==> src/hdl/rmq_pkg.sv <==
// ----------------------------------------------------------------------------
// rmq_pkg
// types, constants and step functions of the matrix to quaternion pipeline
// ----------------------------------------------------------------------------
package rmq_pkg;

  localparam int FRAC_BITS = 14;
  localparam int DW        = 16;
  localparam int ARG_W     = 18;
  localparam int OP_W      = 17;
  localparam int ROOT_W    = 16;
  localparam int RAD_W     = 2 * ROOT_W;
  localparam int SREM_W    = ROOT_W + 1;
  localparam int K_W       = 21;
  localparam int DREM_W    = ROOT_W + 1;
  localparam int PROD_W    = OP_W + K_W;
  localparam int RND_W     = PROD_W - FRAC_BITS;
  localparam int SQ_STEPS  = ROOT_W;
  localparam int SQ_PER    = 4;
  localparam int SQ_STG    = SQ_STEPS / SQ_PER;
  localparam int DV_STEPS  = K_W;
  localparam int DV_PER    = 3;
  localparam int DV_STG    = DV_STEPS / DV_PER;

  typedef enum logic [1:0] {
    BR_TRACE = 2'd0,
    BR_XDOM  = 2'd1,
    BR_YDOM  = 2'd2,
    BR_ZDOM  = 2'd3
  } branch_e;

  typedef struct packed {
    logic signed [DW-1:0] m11;
    logic signed [DW-1:0] m12;
    logic signed [DW-1:0] m13;
    logic signed [DW-1:0] m21;
    logic signed [DW-1:0] m22;
    logic signed [DW-1:0] m23;
    logic signed [DW-1:0] m31;
    logic signed [DW-1:0] m32;
    logic signed [DW-1:0] m33;
  } in_t;

  typedef struct packed {
    logic signed [DW-1:0] qw;
    logic signed [DW-1:0] qx;
    logic signed [DW-1:0] qy;
    logic signed [DW-1:0] qz;
    branch_e              branch_taken;
    logic                 degenerate;
  } out_t;

  typedef struct packed {
    branch_e                br;
    logic                   degen;
    logic signed [OP_W-1:0] opa;
    logic signed [OP_W-1:0] opb;
    logic signed [OP_W-1:0] opc;
  } front_t;

  typedef struct packed {
    logic [ROOT_W-1:0] root;
    front_t            fr;
  } rt_t;

  typedef struct packed {
    logic [SREM_W-1:0] rem;
    logic [ROOT_W-1:0] root;
    logic [RAD_W-1:0]  rad;
  } sq_st_t;

  typedef struct packed {
    logic [DREM_W-1:0] rem;
    logic [DREM_W-1:0] dvs;
    logic [K_W-1:0]    num;
    logic [K_W-1:0]    quo;
  } dv_st_t;

  // one digit of the square root recurrence
  function automatic sq_st_t sq_step(sq_st_t s);
    logic [SREM_W+1:0] r2;
    logic [SREM_W+1:0] trial;
    sq_st_t            n;
    r2    = {s.rem, s.rad[RAD_W-1 -: 2]};
    trial = {1'b0, s.root, 2'b01};
    n.rad = {s.rad[RAD_W-3:0], 2'b00};
    if (r2 >= trial) begin
      n.rem  = SREM_W'(r2 - trial);
      n.root = {s.root[ROOT_W-2:0], 1'b1};
    end else begin
      n.rem  = r2[SREM_W-1:0];
      n.root = {s.root[ROOT_W-2:0], 1'b0};
    end
    return n;
  endfunction

  // one quotient bit of the restoring divider
  function automatic dv_st_t dv_step(dv_st_t s);
    logic [DREM_W:0] r2;
    logic [DREM_W:0] d;
    dv_st_t          n;
    r2    = {s.rem, s.num[K_W-1]};
    d     = {1'b0, s.dvs};
    n.dvs = s.dvs;
    n.num = {s.num[K_W-2:0], 1'b0};
    if (r2 >= d) begin
      n.rem = DREM_W'(r2 - d);
      n.quo = {s.quo[K_W-2:0], 1'b1};
    end else begin
      n.rem = r2[DREM_W-1:0];
      n.quo = {s.quo[K_W-2:0], 1'b0};
    end
    return n;
  endfunction

endpackage

==> src/hdl/rmq_recip.sv <==
// ----------------------------------------------------------------------------
// rmq_recip
// pipelined restoring divider for k = (one^2 + root) / (2 root)
// ----------------------------------------------------------------------------
module rmq_recip #(
  parameter int SIDE_W = 8
) (
  input  logic                       clk_i,
  input  logic                       rst_ni,
  input  logic                       valid_i,
  output logic                       stall_o,
  input  logic [rmq_pkg::ROOT_W-1:0] root_i,
  input  logic [SIDE_W-1:0]          side_i,
  output logic                       valid_o,
  input  logic                       stall_i,
  output logic [rmq_pkg::K_W-1:0]    k_o,
  output logic [SIDE_W-1:0]          side_o
);

  localparam int N = rmq_pkg::DV_STG;
  // leading numerator bits above the quotient range
  localparam logic [rmq_pkg::DREM_W-1:0] RemInit =
    rmq_pkg::DREM_W'(1 << (2 * rmq_pkg::FRAC_BITS - rmq_pkg::K_W));

  logic [N-1:0]       vq;
  logic [N-1:0]       stl;
  rmq_pkg::dv_st_t    st_q   [N];
  logic [SIDE_W-1:0]  side_q [N];

  for (genvar s = 0; s < N; s++) begin : g_stg
    rmq_pkg::dv_st_t   st_in, st_d;
    logic              v_in;
    logic [SIDE_W-1:0] sd_in;

    if (s == 0) begin : g_first
      assign st_in = '{rem: RemInit, dvs: {root_i, 1'b0},
                       num: rmq_pkg::K_W'(root_i), quo: '0};
      assign v_in  = valid_i;
      assign sd_in = side_i;
    end else begin : g_next
      assign st_in = st_q[s-1];
      assign v_in  = vq[s-1];
      assign sd_in = side_q[s-1];
    end

    if (s == N - 1) begin : g_last
      assign stl[s] = vq[s] && stall_i;
    end else begin : g_mid
      assign stl[s] = vq[s] && stl[s+1];
    end

    always_comb begin
      st_d = st_in;
      for (int i = 0; i < rmq_pkg::DV_PER; i++) begin
        st_d = rmq_pkg::dv_step(st_d);
      end
    end

    always_ff @(posedge clk_i or negedge rst_ni) begin
      if (!rst_ni) begin
        vq[s] <= 1'b0;
      end else if (!stl[s]) begin
        vq[s] <= v_in;
      end
    end

    always_ff @(posedge clk_i) begin
      if (!stl[s]) begin
        st_q[s]   <= st_d;
        side_q[s] <= sd_in;
      end
    end
  end

  assign stall_o = stl[0];
  assign valid_o = vq[N-1];
  assign k_o     = st_q[N-1].quo;
  assign side_o  = side_q[N-1];

endmodule

==> config.mk <==
export PLATFORM = sky130hd
export DESIGN_NAME = rmq_recip
export DESIGN_NICKNAME = d
export VERILOG_FILES = /design/src/hdl/rmq_pkg.sv /design/src/hdl/rmq_recip.sv
export SDC_FILE = /design/constraint.sdc
export NUM_CORES = 1
export LEC_CHECK = 0
export ABC_AREA = 1
export BUFFER_PORTS_ARGS = -buffer_cell sky130_fd_sc_hd__buf_2
export CAP_MARGIN = 0
export CORE_MARGIN = 8
export CORE_UTILIZATION = 60
export DETAILED_ROUTE_END_ITERATION = 12
export MAX_ROUTING_LAYER = met4
export PLACE_DENSITY = 0.75
export SLEW_MARGIN = 20
export SYNTH_ARGS = -nofsm -noshare
export SYNTH_HDL_FRONTEND = slang
export SYNTH_SLANG_ARGS = --single-unit
==> constraint.sdc <==
create_clock -name clk_i -period 9.25 [get_ports clk_i]
set_input_delay 0 -clock clk_i [delete_from_list [all_inputs] [get_ports clk_i]]
set_output_delay 0 -clock clk_i [all_outputs]
set_load 0.02 [all_outputs]
==> results of run 1 <==
tightest hold or removal path: cells and delay by family:
family	cells	cell delay [ps]
AND/OR/NAND/NOR	1	40
buffers and inverters	2	370
routing by layer:
layer,GRT usage,up-vias
li1,-,13435
met1,0.386,12113
met2,0.464,995
met3,0.0371,206
met4,0.0919,0
met5,-,-
cell type report:
| class | instances | area, um^2 |
|---|---|---|
| inverter | 491 | 1840 |
| multi-input combinational | 3101 | 18000 |
| tap | 672 | 841 |
| sequential | 339 | 10100 |
| fill | 4358 | 17100 |
| clock inverter | 32 | 423 |
| timing repair buffer | 92 | 613 |
| clock buffer | 44 | 1040 |
placed cells by master (no fill, tap or decap), types with 41 or more instances in the layout:
master,n
inv_1,473
edfxtp_1,332
nand2_1,1281
xor2_1,134
nor2_1,210
buf_2,58
clkbuf_16,41
xnor2_1,88
nand3_1,278
ha_1,317
a21oi_1,259
o21ai_0,142
o21ai_1,46
logic make-up after synthesis:
kind of cell    Yosys count  synth area share
buf+inv                 541            0.0715
flops                   339             0.335
compound gates          574             0.107
simple gates           1969             0.281
xor+xnor                222            0.0643
fa+ha+maj               332             0.141
other cells               1          0.000124
state kept, by name (all words and copies together) (netlist names):
name        count
valid_o         1
side_q         56
g_stg.v_in      6
st_q          276
metrics by stage:
step	instances	util
6_report	4771	0.658
5_1_grt	4771	0.658
4_1_cts	4771	0.658
3_5_place_dp	4668	0.623
3_3_place_gp	4668	0.623
2_1_floorplan	3981	-
Yosys cell counts (11+ instances only):
cell type	n
a21boi_0	11
a21o_1	22
a21oi_1	259
a31oi_1	13
buf_2	22
buf_4	16
edfxtp_1	332
fa_1	15
ha_1	317
inv_1	479
inv_2	12
nand2_1	1282
nand2_2	22
nand2_4	15
nand3_1	278
nand3_2	11
nand3b_1	24
nand4_1	27
nor2_1	210
nor3_1	33
o21a_1	12
o21ai_0	142
o21ai_1	46
o21bai_1	33
or2_2	21
xnor2_1	88
xor2_1	134
worst max-delay path by stage:
| stage | startpoint | to | slack, ps |
|---|---|---|---|
| floorplan | valid_o | side_q[0][0] | 530 |
| global placement | st_q[5][42] | st_q[6][0] | 2580 |
| detailed placement | st_q[5][42] | st_q[6][0] | 2580 |
| CTS | st_q[5][42] | st_q[6][0] | 2560 |
| global route | st_q[5][41] | st_q[6][0] | 1730 |
| finish | st_q[5][42] | st_q[6][0] | 2460 |
what timing repair did:
action                     4_1_cts  5_1_grt
hold buffers                    27        0
hold endpoints to repair        34        0
setup endpoints to repair        0        0
==> qor.txt, run 1 <==
Status: finished clean
DR vias: 26749
Max_cap viols: 0
Largest net degree at the start of global routing: 60
Total gr overflow: 0
Final critical-path required period: 6790 ps
Worst hold path type: in2reg
Period utilisation layout: 0.734
Row cnt: 82
Max-slew violations: 0
Final wirelength: 82600 um
Root Driver: clkbuf_16
R2r worst-path depth: 33
Post-route cell area: 32900 um^2
Synth Instances: 3978
CTS Sinks: 339
# port buffers: 58
Final critical-path setup slack: 2460 ps
Worst Path Required: 9580 ps
RD Place Congestion: 0.991
Post_cts resized: 0
Hold Vio Cnt, Final: 0
Met1 Wirelength: 36800 um
Crit path launch type: flop
Clk Latency, worst-skew pair: 580 ps
Reg-to-reg endpoint: st_q[6][0]
Slew HR: 0.373
Synth top area share: 0.329
Critical path fanouts, max: 24
Post-CTS setup buffers: 0
CTS tree: done
Final net count: 4426
Starting Density: 0.606
First-pass GRT wire length: 131000 um
Setup-failing EPs final: 0
I/O pin count: 59
Initial antenna violation count: 1
Die span in x: 241 um
Crit path buffers/inverters: 2
Total track usage: 0.291
WL per Instance: 17.3 um
Core area: 50000 um^2
Highest Signal Layer: met4
RSZ-0062 raised after global routing: no
Worst-path clk slew: 60 ps
Slowest CP cell: a21oi_2
Initial drt markers: 2346
Clock tree buffer depth: 3
Largest area contributor in the netlist: edfxtp_1
Crit path max-delay family: compound AO/OA/AOI/OAI gates
DP Worst Slack: 2580 ps
WL met2: 37100 um
FF-to-FF Start: st_q[5][42]
Leading register cell type out of synthesis: edfxtp_1
Synth area leaders: edfxtp_1 33%, nand2_1 16%, ha_1 13%, inv_1 5.9%, nand3_1 4.6%
Die outline area: 57900 um^2
Worst Hold Depth: 3
Post-DP HPWL: 63900 um
Synth unique cells: 62
Yosys reg bits: 339
Htree depth: 2
Crit path DAT: 7120 ps
Chip height: 241 um
DRC viols: 0
Peak Freq: 0.147 GHz
Clock Skews: 14.5 ps
Worst Tran Pin Value: 940 ps
Worst path depth: 33
FFs w/ async S/R, synth: 0.0206
EDFF count, synth: 332
Syn Area/Cell: 7.61 um^2
Final ANT Viol Nets: 0
Setup_tns: 0 ps
Hold WS: 76.7 ps
CTS Buf Count: 41
Share of cells above drive strength 1: 0.0625
Diode count: 0
WHS Endpoint: st_q[6][14]
Area after DPL: 31100 um^2
Critical path start-end classification: reg2reg
Sequential-to-total area share from yosys stat: 0.335
Routed wl met3: 5800 um
Area grow syn2layout: 8.62%
Reg-to-reg slack, setup: 2460 ps
Most numerous cell on the critical path: nand2_1
Cell Area, Synth: 30300 um^2
Crit. End Element: flop
Ys Warns: 0
Worst hold start: stall_i
Vias/cell: 5.61
DRT Pass-1 Iters: 6
CP max stage delay: 780 ps
Vias in the first global route: 25000
Power of run 1 is not shown: default switching activity piles up to over one toggle a cycle in this logic, so the estimate is an artifact.
==> run 2, diff against run 1 <==
--- a/config.mk
+++ b/config.mk
@@ -9,10 +9,10 @@
 export BUFFER_PORTS_ARGS = -buffer_cell sky130_fd_sc_hd__buf_2
 export CAP_MARGIN = 0
 export CORE_MARGIN = 8
-export CORE_UTILIZATION = 60
+export CORE_UTILIZATION = 59
 export DETAILED_ROUTE_END_ITERATION = 12
 export MAX_ROUTING_LAYER = met4
-export PLACE_DENSITY = 0.75
+export PLACE_DENSITY = 0.77
 export SLEW_MARGIN = 20
 export SYNTH_ARGS = -nofsm -noshare
 export SYNTH_HDL_FRONTEND = slang
==> constraint.sdc (replaced) <==
create_clock -name clk_i -period 5.98 [get_ports clk_i]
set_input_delay 0 -clock clk_i [delete_from_list [all_inputs] [get_ports clk_i]]
set_output_delay 0 -clock clk_i [all_outputs]
set_load 0.02 [all_outputs]
==> qor.txt, run 2 (synthesis results as in run 1) <==
Initial antenna violation count: 1 (unchanged)
Core area: 51000 um^2 (was 50000 um^2)
Worst-path clk slew: 70 ps (was 60 ps)
Slowest CP cell: edfxtp_1 (was a21oi_2)
RD Place Congestion: 1.03 (was 0.991)
CP max stage delay: 400 ps (was 780 ps)
Max FFs per register: 276 (unchanged)
Crit path max-delay family: simple AND/OR/NAND/NOR gates (was compound AO/OA/AOI/OAI gates)
Max_cap viols: 0 (unchanged)
Hold Vio Cnt, Final: 0 (unchanged)
Critical path start-end classification: reg2reg (unchanged)
Initial drt markers: 2584 (was 2346)
Crit path buffers/inverters: 8 (was 2)
Met2 Track Usage GR: 0.478 (was 0.464)
Crit path launch type: flop (unchanged)
Final wirelength: 88700 um (was 82600 um)
Worst hold path type: in2reg (unchanged)
Area grow syn2layout: 17.4% (was 8.62%)
Setup-failing EPs final: 0 (unchanged)
Worst Path Required: 6420 ps (was 9580 ps)
Htree depth: 2 (unchanged)
Final ANT Viol Nets: 0 (unchanged)
Critical path fanouts, max: 14 (was 24)
Most frequent cells in the layout: 1271 x nand2_1, 434 x inv_1, 332 x edfxtp_1 (was 1281 x nand2_1, 473 x inv_1, 332 x edfxtp_1)
Vias in the first global route: 26608 (was 25000)
Total track usage: 0.292 (was 0.291)
Clock Skews: 31.6 ps (was 14.5 ps)
Met1 Usage GRT: 0.363 (was 0.386)
Peak Freq: 0.174 GHz (was 0.147 GHz)
Crit. End Element: flop (unchanged)
Worst Tran Pin Value: 994 ps (was 940 ps)
Slew HR: 0.337 (was 0.373)
Commonest non-fill, non-tap cell in the layout: nand2_1 (unchanged)
Row cnt: 83 (was 82)
Fin cells: 5026 (was 4771)
WL per Instance: 17.6 um (was 17.3 um)
DRT Pass-1 Iters: 6 (unchanged)
Root Driver: clkbuf_16 (unchanged)
CTS Sinks: 339 (unchanged)
Die outline area: 58800 um^2 (was 57900 um^2)
DRC viols: 0 (unchanged)
Share of cells above drive strength 1: 0.146 (was 0.0625)
Starting Density: 0.593 (was 0.606)
First-pass GRT wire length: 137000 um (was 131000 um)
CTS Buf Count: 40 (was 41)
Chip height: 242 um (was 241 um)
# fillers: 4188 (was 4358)
Met3 usage: 0.0386 (was 0.0371)
DP Cell Count: 4877 (was 4668)
I/O pin count: 59 (unchanged)
Status: finished clean (unchanged)
Busiest grt layer: met2 (unchanged)
# port buffers: 58 (unchanged)
Period utilisation layout: 0.959 (was 0.734)
DR vias: 28301 (was 26749)
Final critical-path required period: 5730 ps (was 6790 ps)
Max-slew violations: 0 (unchanged)
Die span in x: 242 um (was 241 um)
Clock tree buffer depth: 3 (unchanged)
Final net count: 4676 (was 4426)
Post-DP HPWL: 68700 um (was 63900 um)
Hold WS: 26.2 ps (was 76.7 ps)
Multi-input gate area: 18700 um^2 (was 18000 um^2)
Crit path DAT: 6170 ps (was 7120 ps)
Total gr overflow: 0 (unchanged)
CTS tree: done (unchanged)
Largest net degree at the start of global routing: 60 (unchanged)
Combined flip-flop and latch cell area: 10100 um^2 (about the same)
Register with the most flip-flops: st_q (unchanged)
Most numerous cell on the critical path: nand2_1 (unchanged)
Clk Latency, worst-skew pair: 580 ps (about the same)
Vias/cell: 5.63 (was 5.61)
[run 2: cell count changes in the layout (fill, tap and decap cells not counted), sizes merged]
cell      change
clkbuf        +1
nand4         +1
clkinvlp      +6
nand3         +3
clkinv        -3
nor2          +2
diode         +1
bufinv        -3
buf         +244
inv           -6
nand2         +1
[run 2: cell type report]
cell class | instances | area share
Antenna cell | 1 | 0.0000705
Clock buffer | 45 | 0.0293
Clock inverter | 26 | 0.00800
Inverter | 491 | 0.0531
Multi-Input combinational cell | 3108 | 0.528
Sequential cell | 339 | 0.286
Tap cell | 680 | 0.0240
Timing Repair Buffer | 336 | 0.0719
[run 2: timing repair]
item	4_1_cts	5_1_grt
endpoints found under the hold margin	34	0
setup endpoints to repair	17	103
resized for setup	3	170
hold buffers	27	0
pin swaps	1	11
gates cloned	1	6
buffers inserted	2	41
[run 2: worst register-to-register path: cells and delay by family (launching register included)]
| family | cells | cell delay [ps] |
|---|---|---|
| AND/OR/NAND/NOR | 23 | 2460 |
| buffers and inverters | 8 | 1010 |
| adder cells (fa/ha/maj) | 3 | 1010 |
| AO/OA/AOI/OAI | 3 | 730 |
| flip-flops | 1 | 400 |
[run 2: through the flow]
step / utilization / cell area [um^2] / setup slack [ps] / setup TNS (ps)
3_3_place_gp: 0.644 / 32800 / -91.4 / -1220
5_1_grt: 0.696 / 35500 / -41.0 / -242
4_1_cts: 0.676 / 34500 / 32.2 / 0
3_5_place_dp: 0.644 / 32800 / -179 / -2710
6_report: 0.696 / 35500 / 245 / 0
2_1_floorplan: - / 30400 / -1090 / -49750
[run 2: path summary, 6_finish.rpt]
| path | from | end | cells past startpoint | slack [ps] |
|---|---|---|---|---|
| min in group asynchronous | rst_ni | valid_o | 3 | 480 |
| worst max-delay path | st_q[4][53] | st_q[5][57] | 37 | 250 |
| worst min register to register | st_q[5][9] | st_q[6][12] | 0 | 400 |
| worst max register to register | st_q[4][53] | st_q[5][57] | 37 | 250 |
| worst min-delay path | stall_i | side_q[6][6] | 2 | 30 |
| max in group asynchronous | rst_ni | g_stg[4].v_in | 3 | 5110 |
[run 2: routing by layer]
metal	share of wire	wire, um
met2	0.46	41200
met4	0.045	4030
met3	0.070	6220
met1	0.42	37200
met5	0	0
Power of run 2 is left out for the same reason.
