===== src/hdl/rmq_pkg.sv =====
// ----------------------------------------------------------------------------
// rmq_pkg
// types, constants and step functions of the matrix to quaternion pipeline
// ----------------------------------------------------------------------------
package rmq_pkg;

  localparam int FRAC_BITS = 14;
  localparam int DW        = 16;
  localparam int ARG_W     = 18;
  localparam int OP_W      = 17;
  localparam int ROOT_W    = 16;
  localparam int RAD_W     = 2 * ROOT_W;
  localparam int SREM_W    = ROOT_W + 1;
  localparam int K_W       = 21;
  localparam int DREM_W    = ROOT_W + 1;
  localparam int PROD_W    = OP_W + K_W;
  localparam int RND_W     = PROD_W - FRAC_BITS;
  localparam int SQ_STEPS  = ROOT_W;
  localparam int SQ_PER    = 4;
  localparam int SQ_STG    = SQ_STEPS / SQ_PER;
  localparam int DV_STEPS  = K_W;
  localparam int DV_PER    = 3;
  localparam int DV_STG    = DV_STEPS / DV_PER;

  typedef enum logic [1:0] {
    BR_TRACE = 2'd0,
    BR_XDOM  = 2'd1,
    BR_YDOM  = 2'd2,
    BR_ZDOM  = 2'd3
  } branch_e;

  typedef struct packed {
    logic signed [DW-1:0] m11;
    logic signed [DW-1:0] m12;
    logic signed [DW-1:0] m13;
    logic signed [DW-1:0] m21;
    logic signed [DW-1:0] m22;
    logic signed [DW-1:0] m23;
    logic signed [DW-1:0] m31;
    logic signed [DW-1:0] m32;
    logic signed [DW-1:0] m33;
  } in_t;

  typedef struct packed {
    logic signed [DW-1:0] qw;
    logic signed [DW-1:0] qx;
    logic signed [DW-1:0] qy;
    logic signed [DW-1:0] qz;
    branch_e              branch_taken;
    logic                 degenerate;
  } out_t;

  typedef struct packed {
    branch_e                br;
    logic                   degen;
    logic signed [OP_W-1:0] opa;
    logic signed [OP_W-1:0] opb;
    logic signed [OP_W-1:0] opc;
  } front_t;

  typedef struct packed {
    logic [ROOT_W-1:0] root;
    front_t            fr;
  } rt_t;

  typedef struct packed {
    logic [SREM_W-1:0] rem;
    logic [ROOT_W-1:0] root;
    logic [RAD_W-1:0]  rad;
  } sq_st_t;

  typedef struct packed {
    logic [DREM_W-1:0] rem;
    logic [DREM_W-1:0] dvs;
    logic [K_W-1:0]    num;
    logic [K_W-1:0]    quo;
  } dv_st_t;

  // one digit of the square root recurrence
  function automatic sq_st_t sq_step(sq_st_t s);
    logic [SREM_W+1:0] r2;
    logic [SREM_W+1:0] trial;
    sq_st_t            n;
    r2    = {s.rem, s.rad[RAD_W-1 -: 2]};
    trial = {1'b0, s.root, 2'b01};
    n.rad = {s.rad[RAD_W-3:0], 2'b00};
    if (r2 >= trial) begin
      n.rem  = SREM_W'(r2 - trial);
      n.root = {s.root[ROOT_W-2:0], 1'b1};
    end else begin
      n.rem  = r2[SREM_W-1:0];
      n.root = {s.root[ROOT_W-2:0], 1'b0};
    end
    return n;
  endfunction

  // one quotient bit of the restoring divider
  function automatic dv_st_t dv_step(dv_st_t s);
    logic [DREM_W:0] r2;
    logic [DREM_W:0] d;
    dv_st_t          n;
    r2    = {s.rem, s.num[K_W-1]};
    d     = {1'b0, s.dvs};
    n.dvs = s.dvs;
    n.num = {s.num[K_W-2:0], 1'b0};
    if (r2 >= d) begin
      n.rem = DREM_W'(r2 - d);
      n.quo = {s.quo[K_W-2:0], 1'b1};
    end else begin
      n.rem = r2[DREM_W-1:0];
      n.quo = {s.quo[K_W-2:0], 1'b0};
    end
    return n;
  endfunction

endpackage


===== src/hdl/rmq_isqrt.sv =====
// ----------------------------------------------------------------------------
// rmq_isqrt
// pipelined integer square root, several digits per stage
// ----------------------------------------------------------------------------
module rmq_isqrt #(
  parameter int SIDE_W = 8
) (
  input  logic                       clk_i,
  input  logic                       rst_ni,
  input  logic                       valid_i,
  output logic                       stall_o,
  input  logic [rmq_pkg::RAD_W-1:0]  rad_i,
  input  logic [SIDE_W-1:0]          side_i,
  output logic                       valid_o,
  input  logic                       stall_i,
  output logic [rmq_pkg::ROOT_W-1:0] root_o,
  output logic [SIDE_W-1:0]          side_o
);

  localparam int N = rmq_pkg::SQ_STG;

  logic [N-1:0]       vq;
  logic [N-1:0]       stl;
  rmq_pkg::sq_st_t    st_q   [N];
  logic [SIDE_W-1:0]  side_q [N];

  for (genvar s = 0; s < N; s++) begin : g_stg
    rmq_pkg::sq_st_t   st_in, st_d;
    logic              v_in;
    logic [SIDE_W-1:0] sd_in;

    if (s == 0) begin : g_first
      assign st_in = '{rem: '0, root: '0, rad: rad_i};
      assign v_in  = valid_i;
      assign sd_in = side_i;
    end else begin : g_next
      assign st_in = st_q[s-1];
      assign v_in  = vq[s-1];
      assign sd_in = side_q[s-1];
    end

    if (s == N - 1) begin : g_last
      assign stl[s] = vq[s] && stall_i;
    end else begin : g_mid
      assign stl[s] = vq[s] && stl[s+1];
    end

    always_comb begin
      st_d = st_in;
      for (int i = 0; i < rmq_pkg::SQ_PER; i++) begin
        st_d = rmq_pkg::sq_step(st_d);
      end
    end

    always_ff @(posedge clk_i or negedge rst_ni) begin
      if (!rst_ni) begin
        vq[s] <= 1'b0;
      end else if (!stl[s]) begin
        vq[s] <= v_in;
      end
    end

    always_ff @(posedge clk_i) begin
      if (!stl[s]) begin
        st_q[s]   <= st_d;
        side_q[s] <= sd_in;
      end
    end
  end

  assign stall_o = stl[0];
  assign valid_o = vq[N-1];
  assign root_o  = st_q[N-1].root;
  assign side_o  = side_q[N-1];

endmodule


===== config.mk =====
export PLATFORM = sky130hd
export DESIGN_NAME = rmq_isqrt
export DESIGN_NICKNAME = d
export VERILOG_FILES = /design/src/hdl/rmq_pkg.sv /design/src/hdl/rmq_isqrt.sv
export SDC_FILE = /design/constraint.sdc
export NUM_CORES = 1
export LEC_CHECK = 0
export BUFFER_PORTS_ARGS = -buffer_cell sky130_fd_sc_hd__clkbuf_2
export CAP_MARGIN = 0
export CORE_ASPECT_RATIO = 1.1
export CORE_MARGIN = 3
export CORE_UTILIZATION = 58
export DETAILED_ROUTE_END_ITERATION = 16
export PLACE_DENSITY = 0.77
export SLEW_MARGIN = 20
export SYNTH_ARGS = -nofsm -noshare
export SYNTH_HDL_FRONTEND = slang
export SYNTH_SLANG_ARGS = --single-unit

===== constraint.sdc =====
create_clock -name clk_i -period 9.85 [get_ports clk_i]
set_input_delay 1.97 -clock clk_i [delete_from_list [all_inputs] [get_ports clk_i]]
set_output_delay 1.97 -clock clk_i [all_outputs]
set_load 0.05 [all_outputs]

==> results of run 1 <==
[stage by stage]
step / area [um2] / utilization, % / hold WS, ns / power (mW) / setup TNS, ns
floorplan: 15600 / - / 0.400 / 3.85 / 0
global placement: 16500 / 62.9 / 0.400 / 4.65 / -0.521
detailed placement: 16500 / 62.9 / 0.405 / 4.71 / -0.285
CTS: 17200 / 65.3 / 0.416 / 5.48 / 0
global route: 17300 / 65.7 / 0.427 / 5.99 / -0.0637
finish: 17300 / 65.7 / 0.414 / 5.57 / 0
[worst register-to-register path: cells and delay by family (launching register included)]
kind | cells | cell delay, ns
AND/OR/NAND/NOR | 16 | 2.57
flip-flops | 1 | 0.37
buffers and inverters | 5 | 1.03
AO/OA/AOI/OAI | 14 | 2.82
multiplexers | 2 | 0.74
adder cells (fa/ha/maj) | 4 | 1.48
[registers in the layout, indices dropped and copies added (netlist names)]
register    flops
side_q         32
valid_o         1
st_q          139
g_stg.v_in      3
[cell families after synthesis]
logic type | Yosys count | share of synthesized area, %
muxes | 36 | 2.54
DFF | 175 | 33.5
buffers and inverters | 140 | 3.56
adders and majority gates | 150 | 12.0
AOI/OAI and AO/OA | 480 | 20.1
xor gates and xnor gates | 142 | 7.96
other | 1 | 0.0240
and+or+nand+nor | 620 | 20.3
[cells in the mapped netlist (all sizes together) (5+ instances only)]
master   number  area share, %
a2111oi       5           0.40
a211o         7           0.39
a211oi       23            1.2
a21boi        9           0.43
a21o         40            1.9
a21oi       155            5.1
a31oi        17           0.68
a41oi         5           0.28
and2         16           0.64
and3         15           0.60
and4         10           0.58
buf          12           0.47
clkbuf       27           0.66
edfxtp      171             33
ha          150             12
inv         100            2.4
mux2         20            1.5
mux2i        16            1.0
nand2       150            3.6
nand2b       33            1.3
nand3        42            1.4
nand3b       10           0.48
nand4        21           0.84
nor2        169            4.1
nor2b        20           0.80
nor3         41            1.3
nor3b         5           0.24
nor4         21            1.2
o211a         6           0.38
o211ai       14           0.71
o21a         20           0.96
o21ai        97            3.1
o21bai       12           0.58
o31a          8           0.45
o31ai        16           0.83
or2          25            1.0
or3          21           0.84
or4           6           0.31
xnor2        97            5.4
xor2         45            2.5
[layout make-up]
type	count	area, um2	share of cell area, %
multi-input combinational	1430	9930	57.5
inverter	101	379	2.19
clock buffer	17	425	2.46
tap	352	440	2.55
clock inverter	15	220	1.27
sequential	175	5240	30.3
timing repair buffer	109	646	3.74
[routing by layer]
layer	track usage (%)	vias up	share of wire [%]
met2	50.1	515	48
li1	-	6634	-
met3	3.27	58	5.8
met1	39.6	6514	44
met5	0	-	0
met4	6.43	0	1.9
[worst paths after layout]
kind | depth (start not counted) | to | slack (ns)
min reg2reg | 0 | side_q[2][0] | 0.41
min in group asynchronous | 1 | g_stg[3].v_in | 1.32
max reg2reg | 41 | st_q[2][52] | 0.60
min | 0 | side_q[2][0] | 0.41
max | 41 | st_q[2][52] | 0.60
max in group asynchronous | 1 | g_stg[2].v_in | 8.40
[power by group through the flow]
| stage | clock, mW | combinational (mW) | sequential, mW |
|---|---|---|---|
| 3_3_place_gp | 0 | 3.46 | 1.20 |
| 6_report | 0.731 | 3.65 | 1.19 |
| 4_1_cts | 0.737 | 3.55 | 1.19 |
| 5_1_grt | 0.765 | 4.02 | 1.21 |
| 2_1_floorplan | 0 | 2.66 | 1.19 |
| 3_5_place_dp | 0 | 3.51 | 1.20 |
[what timing repair did]
action / CTS / global route
endpoints found under the setup margin: 9 / 33
pin swaps: 0 / 2
resized for setup: 1 / 22
setup buffers: 0 / 2
gates cloned: 0 / 0
endpoints found under the hold margin: 0 / 0
==> results.py, run 1 <==
metrics = {
    "finish": {
        "fill_cells": 2158,
        "final_common_cell": "edfxtp_1",
        "final_cell_mix": "edfxtp_1 (171), nor2_1 (168), a21oi_1 (150), ha_1 (149), nand2_1 (147)",
        "syn_to_final_growth_pct": 10.6,
        "n_antenna_cell": 0,
        "instances_no_fill": 2199,
        "drive_above_1_share_pct": 12.6,
        "fin_nets": 2028,
    },
    "clock_network": {
        "cts.path.max_buffers": 2,
        "cts_buffers": 17,
        "clkSinkCount": 175,
        "htree_levels": 4,
        "cts_tree": "done",
        "cts_root_buffer": "clkbuf_16",
        "holdBufCountCts": 0,
        "path_clk_slew_ns": 0.09,
        "clock_latency_ns": 0.44,
    },
    "power_and_ir_drop": {
        "intPower_mw": 2.88,
        "pwr-share-comb_pct": 65.5,
        "switching_power_mw": 2.69,
        "power_density_nw_per_um2": 323,
        "ir_drop_mv": 0.189,
        "p_leak_nw": 7.44,
        "clkPwrFrac_pct": 13.1,
        "seqPwrFrac_pct": 21.3,
        "switching_share_pct": 48.4,
    },
    "yosys": {
        "synth_seq_cells": 175,
        "synthFlopType": "edfxtp_1",
        "synth_edf_count": 171,
        "synthCells": 1744,
        "synth_seq_area_share_pct": 33.5,
        "syn_avg_cell_area_um2": 8.95,
        "async_flop_share_pct": 2.29,
        "yosysUniqueCellTypes": 99,
        "yosys_warnings": 0,
        "synth_area_um2": 15600,
    },
    "floorplan": {
        "die_h_um": 178,
        "core-area_um2": 26300,
        "dieArea_um2": 28900,
        "row_count": 62,
        "initial_core_util_pct": 59.4,
        "ios": 70,
        "dieWidth_um": 162,
    },
    "setup_path": {
        "regToRegStartpoint": "st_q[1][26]",
        "cpPeakStageDelay_ns": 0.42,
        "cp_slowest_cell": "ha_1",
        "arrival_ns": 9.43,
        "startpoint": "st_q[1][26]",
        "crit_required_ns": 10.04,
        "crit_path_start_kind": "flop",
        "critPathTopFamily": "compound AO/OA/AOI/OAI gates",
        "setup.worst_path.end_class": "flop",
        "cp_max_fo": 20,
        "path_class": "flop to flop",
        "critPathBufInv": 5,
        "worst_path_most_repeated_cell": "nor2_1",
    },
    "place": {
        "portBuffers": 69,
        "post-place-cells": 2165,
        "dp.final_hpwl_um": 32400,
        "place_congestion": 0.971,
        "pre_cts_slack_ns": -0.0572,
    },
    "timing": {
        "fin_worst_skew_ns": 0.0183,
        "hold_viol_final": 0,
        "min_period_ns": 9.25,
        "finalSetupViolations": 0,
        "worst_slack_ns": 0.605,
        "timing.final.crit_share_pct": 93.9,
        "tightest_slew_ns": 1.01,
        "maxSlewHeadroom_pct": 31.8,
        "slew_violations": 0,
        "fmax_mhz": 108,
    },
    "detailed_routing": {
        "via_count": 13700,
        "drt_first_pass_iters": 6,
        "drtIter0Drc": 1253,
        "drt_wl_total_um": 42400,
        "antenna_left": 0,
        "route.detailed.drc": 0,
        "viasPerCell": 6.24,
        "wl_per_cell_um": 19.3,
    },
    "global_route": {
        "grt_pass1_wl_um": 67500,
        "antenna_found_initial": 0,
        "grt_max_degree": 56,
        "grt_pass1_vias": 13000,
        "overflow": 0,
        "track_usage_pct": 29.1,
    },
    "run": {
        "cap_violations": 0,
    },
    "run_status": {
        "status": "completed",
    },
    "worst_hold_path": {
        "hold_path.class": "flop to flop",
        "worstHoldStart": "side_q[1][0]",
    },
}
No activity file was read; power rests on OpenSTA's default activity.
==> run 2: changes to the inputs <==
--- a/config.mk
+++ b/config.mk
@@ -8,3 +8,3 @@
 export BUFFER_PORTS_ARGS = -buffer_cell sky130_fd_sc_hd__clkbuf_2
-export CAP_MARGIN = 0
+export CAP_MARGIN = 30
 export CORE_ASPECT_RATIO = 1.1
@@ -14,2 +14,3 @@
 export PLACE_DENSITY = 0.77
+export RECOVER_POWER = 25
 export SLEW_MARGIN = 20
--- a/constraint.sdc
+++ b/constraint.sdc
@@ -3,2 +3,2 @@
 set_output_delay 1.97 -clock clk_i [all_outputs]
-set_load 0.05 [all_outputs]
+set_load 0.01 [all_outputs]
==> run 2 against run 1 <==
- register-to-register slack barely moved
- global-route usage stayed put
- via count increased by 0.61%
- clock-buffer cell count is the same
- critical path type unchanged
- highest routed layer unchanged
==> results.py, run 2 (same netlist as run 1, synthesis figures left out) <==
metrics = {
    "finish": {
        "fin_nets": 2030,
        "n_antenna_cell": 0,
        "largest_reg_flops": 139,
        "final_common_cell": "edfxtp_1",
        "syn_to_final_growth_pct": 10.8,
        "drive_above_1_share_pct": 12.5,
        "final_cell_mix": "edfxtp_1 (171), nor2_1 (168), a21oi_1 (150), ha_1 (149), nand2_1 (147)",
        "largest_register": "st_q",
        "final_core_util_pct": 65.8,
        "fill_cells": 2155,
    },
    "timing": {
        "min_period_ns": 9.24,
        "maxSlewHeadroom_pct": 34.1,
        "slew_violations": 0,
        "tightest_slew_ns": 0.981,
        "finalSetupViolations": 0,
        "fin_worst_skew_ns": 0.0201,
        "worst_slack_ns": 0.608,
        "hold_viol_final": 0,
        "fin_setup_tns_ns": 0,
        "fmax_mhz": 108,
        "whs_ns": 0.412,
        "timing.final.crit_share_pct": 93.8,
    },
    "detailed_routing": {
        "drtIter0Drc": 1330,
        "antenna_left": 0,
        "viasPerCell": 6.27,
        "via_count": 13800,
        "route.detailed.drc": 0,
        "drt_wl_total_um": 42500,
        "drt_first_pass_iters": 8,
        "wl_per_cell_um": 19.3,
    },
    "place": {
        "portBuffers": 69,
        "place_congestion": 0.971,
        "pre_cts_slack_ns": -0.0572,
        "dp.final_hpwl_um": 32400,
    },
    "floorplan": {
        "row_count": 62,
        "core-area_um2": 26300,
        "initial_core_util_pct": 59.4,
        "die_h_um": 178,
        "dieArea_um2": 28900,
        "ios": 70,
        "dieWidth_um": 162,
    },
    "clock_network": {
        "clock_latency_ns": 0.44,
        "clkSinkCount": 175,
        "htree_levels": 4,
        "cts_tree": "done",
        "path_clk_slew_ns": 0.09,
        "cts.path.max_buffers": 2,
        "cts_root_buffer": "clkbuf_16",
        "cts_buffers": 17,
    },
    "global_route": {
        "grt_max_degree": 56,
        "track_usage_pct": 29.1,
        "overflow": 0,
        "antenna_found_initial": 0,
        "grt_pass1_vias": 13000,
        "grt_pass1_wl_um": 67500,
    },
    "setup_path": {
        "startpoint": "st_q[0][49]",
        "setup.worst_path.end_class": "flop",
        "r2r_slack_ns": 0.61,
        "worstRegToRegCells": 37,
        "r2r_end": "st_q[1][47]",
        "cp_slowest_cell": "edfxtp_1",
        "regToRegStartpoint": "st_q[0][49]",
        "crit_required_ns": 10.04,
        "cpPeakStageDelay_ns": 0.54,
        "cp_max_fo": 12,
        "crit_path_start_kind": "flop",
        "path_class": "flop to flop",
        "arrival_ns": 9.43,
    },
    "worst_hold_path": {
        "hold_depth": 0,
        "worstHoldStart": "side_q[1][0]",
        "hold_path.class": "flop to flop",
        "min_to": "side_q[2][0]",
    },
    "run": {
        "cap_violations": 0,
    },
    "power_and_ir_drop": {
        "p_leak_nw": 7.44,
        "ir_drop_mv": 0.190,
        "power_density_nw_per_um2": 321,
    },
    "run_status": {
        "status": "completed",
    },
}
[run 2: layout make-up]
class / count / area, um2 / share of cell area, %
multi-input combinational: 1430 / 9930 / 57.4
sequential: 175 / 5240 / 30.3
timing repair buffer: 111 / 666 / 3.85
tap: 352 / 440 / 2.55
clock buffer: 17 / 425 / 2.46
inverter: 101 / 379 / 2.19
clock inverter: 15 / 220 / 1.27
[run 2: stage by stage]
step / instance area (um2) / power (mW) / std cells
floorplan: 15600 / 3.82 / 1745
CTS: 17200 / 5.44 / 2197
finish: 17300 / 5.55 / 2201
detailed placement: 16500 / 4.67 / 2165
global route: 17300 / 5.96 / 2201
global placement: 16500 / 4.62 / 2165
[run 2: worst max path at each step]
stage | cells after the start | slack, ns | endpoint
2_1_floorplan | 54 | 0.65 | st_q[3][24]
3_3_place_gp | 39 | -0.09 | st_q[1][47]
3_5_place_dp | 39 | -0.06 | st_q[1][47]
4_1_cts | 39 | 0.08 | st_q[1][47]
5_1_grt | 40 | -0.02 | st_q[1][47]
6_report | 37 | 0.61 | st_q[1][47]
[run 2: metal layers]
| metal | vias up | share of wire [%] | track usage [%] |
|---|---|---|---|
| met3 | 64 | 5.6 | 3.27 |
| met1 | 6595 | 45 | 39.6 |
| li1 | 6651 | - | - |
| met4 | 0 | 1.9 | 6.43 |
| met5 | - | 0 | 0 |
| met2 | 495 | 48 | 50.1 |
[run 2: repair_timing]
item,CTS,global route
gates resized for setup,1,22
buffers inserted,0,2
pin swaps,0,2
hold buffers,0,0
setup endpoints to repair,9,33
[run 2: where the power goes]
group | internal (mW) | switching (mW) | total (mW)
Combinational | 1.46 | 2.16 | 3.63
Sequential | 1.06 | 0.129 | 1.19
Clock | 0.359 | 0.373 | 0.732
Total | 2.88 | 2.67 | 5.55
[run 2: worst max-delay path, delay by kind of cell (launching register included)]
kind                       cells  cell delay [ns]
adders and majority gates      3             1.13
muxes                          2             0.69
buffers and inverters          3             0.50
AOI/OAI and AO/OA              9             1.77
DFF                            1             0.54
and+or+nand+nor               20             4.33
